<file path="config.mk">
export PLATFORM = sky130hd
export DESIGN_NAME = bpfa_ctrl
export DESIGN_NICKNAME = d
export VERILOG_FILES = /design/src/hw/rtl/bpfa_pkg.sv /design/src/hw/rtl/bpfa_ctrl.sv
export SDC_FILE = /design/constraint.sdc
export NUM_CORES = 1
export LEC_CHECK = 0
export ABC_AREA = 1
export BUFFER_PORTS_ARGS = -buffer_cell sky130_fd_sc_hd__clkbuf_2
export CORE_AREA = 5 5 42 44
export DETAILED_ROUTE_END_ITERATION = 8
export DIE_AREA = 0 0 47 49
export PLACE_DENSITY = 0.67
export SETUP_SLACK_MARGIN = 0.05
export SLEW_MARGIN = 20
export SYNTH_ARGS = -nofsm -noshare
export SYNTH_HDL_FRONTEND = slang
export SYNTH_SLANG_ARGS = --single-unit
</file>
<file path="constraint.sdc">
create_clock -name clk -period 2.9 [get_ports clk]
set_input_delay 0 -clock clk [delete_from_list [all_inputs] [get_ports clk]]
set_output_delay 0 -clock clk [all_outputs]
set_load 0.005 [all_outputs]
</file>
<file path="src/hw/rtl/bpfa_pkg.sv">
`default_nettype none

package bpfa_pkg;

  localparam int unsigned OP_W    = 3;
  localparam int unsigned IDX_W   = 16;
  localparam int unsigned PAGE_W  = 17;
  localparam int unsigned SPAN_W  = 18;

  localparam logic [PAGE_W-1:0] COUNT_MAX   = 17'h1FFFF;
  localparam logic [PAGE_W-1:0] TOTAL_RESET = 17'd65536;

  localparam logic [OP_W-1:0] OP_REQUEST   = 3'd0;
  localparam logic [OP_W-1:0] OP_FREE      = 3'd1;
  localparam logic [OP_W-1:0] OP_LOCK      = 3'd2;
  localparam logic [OP_W-1:0] OP_RESERVE   = 3'd3;
  localparam logic [OP_W-1:0] OP_UNRESERVE = 3'd4;

  typedef struct packed {
    logic [OP_W-1:0]   op;
    logic [IDX_W-1:0]  page_index;
    logic [PAGE_W-1:0] page_count;
  } item_t;

  typedef struct packed {
    logic              found;
    logic [IDX_W-1:0]  alloc_index;
    logic [PAGE_W-1:0] free_pages;
    logic [PAGE_W-1:0] used_pages;
    logic [PAGE_W-1:0] reserved_pages;
  } result_t;

  typedef struct packed {
    logic clear;
    logic load;
    logic split;
    logic base;
    logic rd;
    logic modify;
    logic acc;
    logic advance;
    logic miss;
    logic finish;
  } cmd_t;

  typedef struct packed {
    logic clear_last;
    logic skip;
    logic is_req;
    logic hit;
    logic last_word;
  } sts_t;

endpackage

`default_nettype wire

</file>
<file path="src/hw/rtl/bpfa_ctrl.sv">
`default_nettype none

module bpfa_ctrl
  import bpfa_pkg::*;
(
  input  wire logic clk,
  input  wire logic rst,
  input  wire logic start,
  output logic      busy,
  output logic      result_valid,
  output cmd_t      cmd,
  input  wire sts_t sts
);

  typedef enum logic [7:0] {
    S_CLEAR = 8'b0000_0001,
    S_IDLE  = 8'b0000_0010,
    S_SPLIT = 8'b0000_0100,
    S_BASE  = 8'b0000_1000,
    S_RD    = 8'b0001_0000,
    S_MOD   = 8'b0010_0000,
    S_ACC   = 8'b0100_0000,
    S_FIN   = 8'b1000_0000
  } state_t;

  state_t state, state_next;

  assign busy = (state != S_IDLE);

  always_comb begin
    state_next = state;
    cmd        = '0;
    unique case (state)
      S_CLEAR: begin
        cmd.clear = 1'b1;
        if (sts.clear_last) begin
          state_next = S_IDLE;
        end
      end
      S_IDLE: begin
        if (start) begin
          cmd.load   = 1'b1;
          state_next = S_SPLIT;
        end
      end
      S_SPLIT: begin
        cmd.split  = 1'b1;
        state_next = sts.skip ? S_FIN : S_BASE;
      end
      S_BASE: begin
        cmd.base   = 1'b1;
        state_next = S_RD;
      end
      S_RD: begin
        cmd.rd     = 1'b1;
        state_next = S_MOD;
      end
      S_MOD: begin
        cmd.modify = 1'b1;
        state_next = S_ACC;
      end
      S_ACC: begin
        cmd.acc = 1'b1;
        if (sts.is_req && sts.hit) begin
          state_next = S_FIN;
        end else if (sts.last_word) begin
          // scan ran off the limit: park the hint there
          cmd.miss   = sts.is_req;
          state_next = S_FIN;
        end else begin
          cmd.advance = 1'b1;
          state_next  = S_RD;
        end
      end
      S_FIN: begin
        cmd.finish = 1'b1;
        state_next = S_IDLE;
      end
      default: state_next = S_IDLE;
    endcase
  end

  always_ff @(posedge clk) begin
    if (rst) begin
      state        <= S_CLEAR;
      result_valid <= 1'b0;
    end else begin
      state        <= state_next;
      result_valid <= (state == S_FIN);
    end
  end

endmodule

`default_nettype wire

</file>
==> metrics.cfg, run 1 <==
[cells_and_area]
antenna_cells = 0
multiInputGateArea_um2 = 298
final_util = 0.484
n_fill_cell = 157
nets = 105
postLayoutCellArea_um2 = 678
area_growth_pct = 28.7
drive_gt1_frac = 0.427
regArea_um2 = 180

[clock_network]
clockBufferDepth = 2
cts.sinks = 9
clk_latency_ns = 0.26
cts_buffers = 3
htree_levels = 1
clkTransAtPathRegs_ns = 0.06
cts_tree = done
cts_hold_buf = 1
cts_resized = 0
cts_root_buf = clkbuf_4
cts_setup_buffers = 0

[drt]
drc_errors = 0
drt_iter0_drc = 3
final_antenna_net_count = 0
num_vias = 517
wl_per_cell_um = 10.1
vias_per_cell = 4.62
wl_um = 1140
dr.pass1.iters = 4

[synthesis]
yosysSeqAreaShare = 0.342
avgSynthCellArea_um2 = 7.32
netlist_area_um2 = 527
ys_warn_count = 0
ys_types = 15
postSynthCellCount = 72
synth_seq_cells = 9
synth_nets = 80

[power]
p_per_area_nw_per_um2 = 400
power_leakage_nw = 0.338
irDropWorstVdd_v = 0.000215

[place]
gp_congestion = 0.757
place_ws_ns = 1.75
dpl.hpwl_um = 956
dpl_cell_area_um2 = 642
io_buffers = 19

[run]
maxCapViolCount = 0

[grt]
overflow = 0
grt_usage = 0.118
first_global_vias = 500
grt_pass1_wl_um = 1970
grt_antenna_before_repair = 0
grt_max_degree = 7

[die]
die_h_um = 49
core_area_um2 = 1400
fp-row-count = 14
die_w_um = 47
ios = 20
start_util = 0.376
dieArea_um2 = 2300

[timing]
maxSlewHeadroom = 0.859
hold_viol_final = 0
slew_viol_final = 0
worstMarginPinSlew_ns = 0.210
fin_skew_ns = 0.000380
period_share = 0.436
fin_crit_ns = 1.27
setup_tns_ns = 0
max_freq_mhz = 790
fin_ws_ns = 1.63
rsz0062_at_grt = no
setup_viol_count_final = 0

[worst_hold_path]
hp-class = input pin to flip-flop

[critical_path]
crit_type = flip-flop to output pin
slowest_stage = dfxtp_1
crit_path_frequent_cell = nor2_4
path_cells = nor2_4, nand2_4, nor2_4, inv_2, nor2_1, clkbuf_2
path_max_fanout = 5
cp-end-kind = output pin
cp.arrival_ns = 1.27
cp.required_ns = 2.90
crit_path_start_kind = flip-flop
slowest_delay_ns = 0.34

[run_status]
outcome = complete, no violations

-- state kept, by name (all words and copies together), names as in the netlist --
register / count
result_valid: 1
state: 8
-- kinds of logic (layout without fill, tap and decap cells) --
logic type	count (synthesis)	count (layout)	synth area share
and+or+nand+nor	47	47	0.530
buffers and inverters	13	37	0.0926
DFF	9	9	0.342
AOI/OAI and AO/OA	3	3	0.0356
-- metrics by stage --
stage / hold WS [ns] / std cells / total power [mW]
2_1_floorplan: 0.0691 / 72 / 0.161
3_3_place_gp: 0.188 / 107 / 0.173
3_5_place_dp: 0.192 / 107 / 0.174
4_1_cts: 0.00145 / 112 / 0.274
5_1_grt: 0.00286 / 112 / 0.285
6_report: 0.00157 / 112 / 0.271
-- final timing paths --
kind	slack [ns]	from	depth (start not counted)	to
max reg2reg	1.75	state[4]$_SDFFE_PP0P_	8	state[6]$_SDFFE_PP0P_
max	1.63	state[4]$_SDFFE_PP0P_	6	cmd[8]
min	0.002	rst	2	state[4]$_SDFFE_PP0P_
min reg2reg	0.55	state[7]$_SDFFE_PP0P_	2	result_valid$_SDFF_PP0_
-- placed cells by master, fill, tap and decap left out --
cell / netlist / layout
clkbuf_2: 0 / 19
nor2_1: 14 / 14
inv_1: 9 / 9
dfxtp_1: 9 / 9
nor2_4: 7 / 7
nand2_1: 7 / 7
nand3_1: 7 / 7
inv_2: 4 / 4
nand2_2: 4 / 4
nor3_1: 3 / 3
clkbuf_4: 0 / 3
nand2_4: 2 / 2
a21oi_1: 2 / 2
nand3b_1: 1 / 1
nor4_1: 1 / 1
a21oi_2: 1 / 1
nor3_2: 1 / 1
clkbuf_1: 0 / 1
dlygate4sd3_1: 0 / 1
-- worst max-delay path: cells and delay by family (launching register included) --
kind          cells  cell delay (ns)
buf+inv           2             0.16
flops             1             0.34
simple gates      4             0.49
-- synthesized netlist by cell type (all sizes together) --
| library cell | instances | area [µm²] |
|---|---|---|
| a21oi | 3 | 18.8 |
| dfxtp | 9 | 180 |
| inv | 13 | 48.8 |
| nand2 | 13 | 73.8 |
| nand3 | 7 | 35.0 |
| nand3b | 1 | 7.51 |
| nor2 | 21 | 131 |
| nor3 | 4 | 25.0 |
| nor4 | 1 | 6.26 |
-- routing by layer --
metal,GRT usage,vias to the layer above,routed length [µm]
met1,0.152,225,527
met2,0.167,19,503
met5,0,-,0
li1,-,271,-
met3,0.0332,2,94
met4,0.0691,0,10
-- final cells by class --
| cell class | count | share of cell area |
|---|---|---|
| inverter | 13 | 0.0720 |
| timing repair buffer | 20 | 0.155 |
| tap | 16 | 0.0295 |
| multi-input combinational | 50 | 0.439 |
| sequential | 9 | 0.266 |
| clock buffer | 4 | 0.0387 |
-- power breakdown --
| group | switching (mW) | total [mW] | internal (mW) |
|---|---|---|---|
| clock network | 0.0462 | 0.0994 | 0.0532 |
| registers | 0.00386 | 0.131 | 0.127 |
| logic | 0.0244 | 0.0412 | 0.0168 |
Note: power is estimated with default switching activity, not from simulation.
==> inputs of run 2 (changes only) <==
Settings changed: ABC_AREA 1 to 0, PLACE_DENSITY 0.67 to 0.66.
Clock period 2.9 ns to 1.1 ns, I/O delays scaled along.
==> metrics.cfg, run 2 <==
[synthesis]
netlist_area_um2 = 488
postSynthCellCount = 53
ys_warn_count = 0
avgSynthCellArea_um2 = 9.21
synth_top_cell_by_area = dfxtp_1
synth_top_family_by_area = simple AND/OR/NAND/NOR gates
synthTopCellsByArea = dfxtp_1 (37%), nor2_1 (5.4%), nor4_2 (5.1%)
synthMuxAreaShare = 0
synth-compound-area-share = 0.123
synth.top_cell.area_share = 0.369
synth_edf_count = 0
synth_top_cells_by_count = dfxtp_1 (9), nor2_1 (7), inv_1 (6)
yosysMostFrequentCell = dfxtp_1
yosys.area_share.adder = 0
synth_ff_type = dfxtp_1
yosysSeqAreaShare = 0.369
synthSimpleGateAreaFrac = 0.444
synth_seq_cells = 9
synth_xor_area_frac = 0.0179
synth_nets = 61
ys_types = 25
async_flop_share = 0

[place]
dpl.hpwl_um = 1070
io_buffers = 19
gp_congestion = 0.704
dpl_cell_area_um2 = 758
place_ws_ns = -0.364

[clock_network]
cts_tree = done
cts_root_buf = clkbuf_4
clkTransAtPathRegs_ns = 0.06
clk_latency_ns = 0.27
clockBufferDepth = 2
cts.sinks = 9
htree_levels = 1
cts_buffers = 3

[die]
ios = 20
dieArea_um2 = 2300
die_w_um = 47
fp-row-count = 14
core_area_um2 = 1400
die_h_um = 49
start_util = 0.348

[drt]
dr.pass1.iters = 3
wl_um = 1680
vias_per_cell = 4.93
num_vias = 611
drt_iter0_drc = 5
final_antenna_net_count = 0
drc_errors = 0
wl_per_cell_um = 13.5

[run_status]
outcome = finished with violations
violations = setup timing

[critical_path]
path_cells = or4_4, nor4_4, buf_2
path_max_fanout = 3
slowest_delay_ns = 0.57
crit_family = simple AND/OR/NAND/NOR gates
cp-end-kind = output pin
slowest_stage = or4_4
crit_path_start_kind = flip-flop
cp.required_ns = 1.10
crit_buf_inv = 1
crit_type = flip-flop to output pin
cp.arrival_ns = 1.57

[grt]
grt_max_degree = 7
grt_pass1_wl_um = 2650
grt_usage = 0.161
grt_antenna_before_repair = 0
overflow = 0
first_global_vias = 650

[timing]
fin_skew_ns = 0.000921
max_freq_mhz = 637
fin_crit_ns = 1.57
maxSlewHeadroom = 0.802
slew_viol_final = 0
hold_viol_final = 0
setup_tns_ns = -6.80
worstMarginPinSlew_ns = 0.294
fin_ws_ns = -0.470
rsz0062_at_grt = yes
period_share = 1.43
setup_viol_count_final = 20

[cells_and_area]
top_regs = state: 8 flops, result_valid: 1 flops
largest_reg_flops = 8
nets = 117
largest_register = state
final_common_cell = buf_4
n_fill_cell = 105
antenna_cells = 0
layout_common_cells = buf_4 (25), clkbuf_2 (11), buf_6 (7)
postLayoutCellArea_um2 = 1030
drive_gt1_frac = 0.741
area_growth_pct = 112

[run]
maxCapViolCount = 0

[worst_hold_path]
hp-class = input pin to flip-flop

[power]
finalPower_uw = 770
p_per_area_nw_per_um2 = 746
power_leakage_nw = 0.487
irDropWorstVdd_v = 0.000654

## run 2: cell types whose count changed in the layout (fill, tap and decap cells not counted), sizes merged, moves of 3 or more
cell	change
nand3	-5
buf	+37
clkbuf	-9
nor2	-13
nor3b	+3
nor4b	+3
nand2	-11
inv	-7
## run 2: kinds of logic after synthesis
kind of cell           count (synthesis)
XOR/XNOR                               1
AND/OR/NAND/NOR                       29
flip-flops                             9
AO/OA/AOI/OAI                          8
buffers and inverters                  6
## run 2: per-stage QoR
stage               cells   util  hold slack, ns
floorplan              53      -          0.0235
global placement      106  0.541           0.193
detailed placement    106  0.541           0.193
CTS                   119  0.678          0.0217
global route          124  0.737          0.0645
finish                124  0.737          0.0406
## run 2: power breakdown
part	leakage (nW)	total, mW	internal [mW]	switching [mW]
Clock	0.0177	0.264	0.135	0.129
Combinational	0.393	0.170	0.0920	0.0785
Sequential	0.0764	0.336	0.329	0.00654
Total	0.487	0.770	0.556	0.214
## run 2: worst paths after layout
path                         start                    end  slack [ns]  cells after the start
max          state[6]$_SDFFE_PP0P_                 cmd[6]       -0.47                      3
max reg2reg  state[6]$_SDFFE_PP0P_  state[7]$_SDFFE_PP0P_       -0.40                      5
min reg2reg  state[6]$_SDFFE_PP0P_  state[4]$_SDFFE_PP0P_        0.76                      3
min                         sts[4]  state[0]$_SDFFE_PP1P_        0.04                      3
## run 2: timing repair
| item | CTS | global route |
|---|---|---|
| hold buffers | 3 | 0 |
| hold endpoints to repair | 4 | 0 |
| pin swaps | 9 | 6 |
| buffers inserted | 6 | 7 |
| resized for setup | 20 | 17 |
| setup endpoints to repair | 20 | 20 |
## run 2: cell type report
| type | instances | area [µm²] | share of cell area |
|---|---|---|---|
| Clock buffer | 3 | 22.5 | 0.0218 |
| Timing Repair Buffer | 51 | 377 | 0.365 |
| Sequential cell | 9 | 191 | 0.185 |
| Clock inverter | 1 | 5.00 | 0.00485 |
| Inverter | 6 | 25.0 | 0.0242 |
| Multi-Input combinational cell | 38 | 392 | 0.379 |
| Tap cell | 16 | 20.0 | 0.0194 |
## run 2: layer usage
metal	vias to the layer above	wire, µm	GRT usage
met5	-	0	0
met2	19	941	0.256
met4	0	0	0.0599
met3	0	124	0.0959
met1	286	611	0.168
li1	306	-	-
## run 2: tightest hold or removal path, cell delays in order
cell	delay, ns
clkbuf_2	0.09
inv_1	0.05
a21o_1	0.13
==> inputs of run 3 (changes only) <==
Settings changed: CORE_AREA 5 5 42 44 to 2 2 39 41, DIE_AREA 0 0 47 49 to 0 0 41 43.
==> metrics.cfg, run 3 (same netlist as run 2, synthesis figures left out) <==
[run_status]
outcome = finished with violations
violations = setup timing

[cells_and_area]
drive_gt1_frac = 0.750
antenna_cells = 0
final_common_cell = buf_4
nets = 121
n_fill_cell = 87
largest_register = state
top_regs = state: 8 flops, result_valid: 1 flops
largest_reg_flops = 8
area_growth_pct = 120
layout_common_cells = buf_4 (27), clkbuf_2 (14), buf_6 (9)
final_util = 0.776

[timing]
fin_ws_ns = -0.538
rsz0062_at_grt = yes
hold_viol_final = 0
timing.hold.ws_ns = 0.0301
period_share = 1.49
maxSlewHeadroom = 0.793
max_freq_mhz = 611
setup_viol_count_final = 20
slew_viol_final = 0
fin_skew_ns = 0.00625
setup_tns_ns = -7.64
fin_crit_ns = 1.64
worstMarginPinSlew_ns = 0.309

[worst_hold_path]
hold_start = sts[4]
whs_path_depth = 3
holdPathEnd = state[0]$_SDFFE_PP1P_
hp-class = input pin to flip-flop

[critical_path]
path_cells = or4_4, nor4_2, clkbuf_2
cp-end-kind = output pin
slowest_delay_ns = 0.57
crit_path_start_kind = flip-flop
timing.rr.start = state[1]$_SDFFE_PP0P_
r2r_setup_slack_ns = -0.43
reg2reg_to = state[7]$_SDFFE_PP0P_
cp.arrival_ns = 1.64
path_max_fanout = 3
cp.required_ns = 1.10
slowest_stage = or4_4
crit_type = flip-flop to output pin
reg2reg_depth = 5

[drt]
vias_per_cell = 5.02
final_antenna_net_count = 0
drc_errors = 0
num_vias = 643
wl_per_cell_um = 14.7
dr.pass1.iters = 4
wl_um = 1880
drt_iter0_drc = 10

[grt]
grt_antenna_before_repair = 0
grt_max_degree = 6
grt_usage = 0.222
grt_pass1_wl_um = 2550
overflow = 0
first_global_vias = 596

[clock_network]
cts.sinks = 9
clk_latency_ns = 0.26
htree_levels = 1
cts_buffers = 3
cts_tree = done
cts_root_buf = clkbuf_4
clkTransAtPathRegs_ns = 0.05
clockBufferDepth = 2

[die]
ios = 20
dieArea_um2 = 1760
die_h_um = 43
core_area_um2 = 1380
start_util = 0.353
die_w_um = 41
fp-row-count = 14

[power]
power_leakage_nw = 0.509
irDropWorstVdd_v = 0.000840
p_per_area_nw_per_um2 = 723
finalPower_uw = 776

[place]
io_buffers = 19
place_ws_ns = -0.377
dpl.hpwl_um = 1030
gp_congestion = 0.804

[run]
maxCapViolCount = 0

==> run 3: timing repair <==
action	4_1_cts	5_1_grt
endpoints found under the hold margin	3	0
pin swaps	12	10
hold buffers	3	0
resized for setup	18	22
endpoints found under the setup margin	20	20
setup buffers	11	5
==> run 3: cell type report <==
cell class | count | area, µm² | area share
Sequential cell | 9 | 198 | 0.184
Inverter | 6 | 22.5 | 0.0210
Multi-Input combinational cell | 38 | 393 | 0.366
Clock buffer | 4 | 26.3 | 0.0245
Tap cell | 16 | 20.0 | 0.0186
Timing Repair Buffer | 55 | 414 | 0.386
==> run 3: worst max-delay path by stage <==
stage,startpoint,to,slack (ns),depth (start not counted)
2_1_floorplan,state[6]$_SDFFE_PP0P_,state[7]$_SDFFE_PP0P_,-0.34,4
3_3_place_gp,state[6]$_SDFFE_PP0P_,state[7]$_SDFFE_PP0P_,-0.33,4
3_5_place_dp,state[6]$_SDFFE_PP0P_,state[7]$_SDFFE_PP0P_,-0.38,4
4_1_cts,state[1]$_SDFFE_PP0P_,cmd[7],-0.53,4
5_1_grt,state[1]$_SDFFE_PP0P_,cmd[7],-0.63,4
6_report,state[1]$_SDFFE_PP0P_,cmd[6],-0.54,3
==> run 3: power breakdown <==
group          switching, mW  internal [mW]  leakage [nW]  total, mW
Clock                  0.105          0.139        0.0150      0.244
Combinational         0.0872          0.112         0.417      0.199
Sequential           0.00696          0.326        0.0771      0.333
==> run 3: per-layer routing <==
layer	vias up	wire, µm	GRT usage
li1	317	-	-
met1	309	791	0.231
met2	15	1020	0.378
met3	2	51	0.0681
met4	0	15	0.100
met5	-	0	0
==> run 3: through the flow <==
stage | cells | area, µm²
global route | 128 | 1070
CTS | 124 | 970
detailed placement | 106 | 758
global placement | 106 | 758
floorplan | 53 | 508
finish | 128 | 1070
==> run 3: critical path, delay by kind of cell (launching register included) <==
kind	cells	cell delay, ns
buf+inv	1	0.17
flops	1	0.32
simple gates	2	0.89
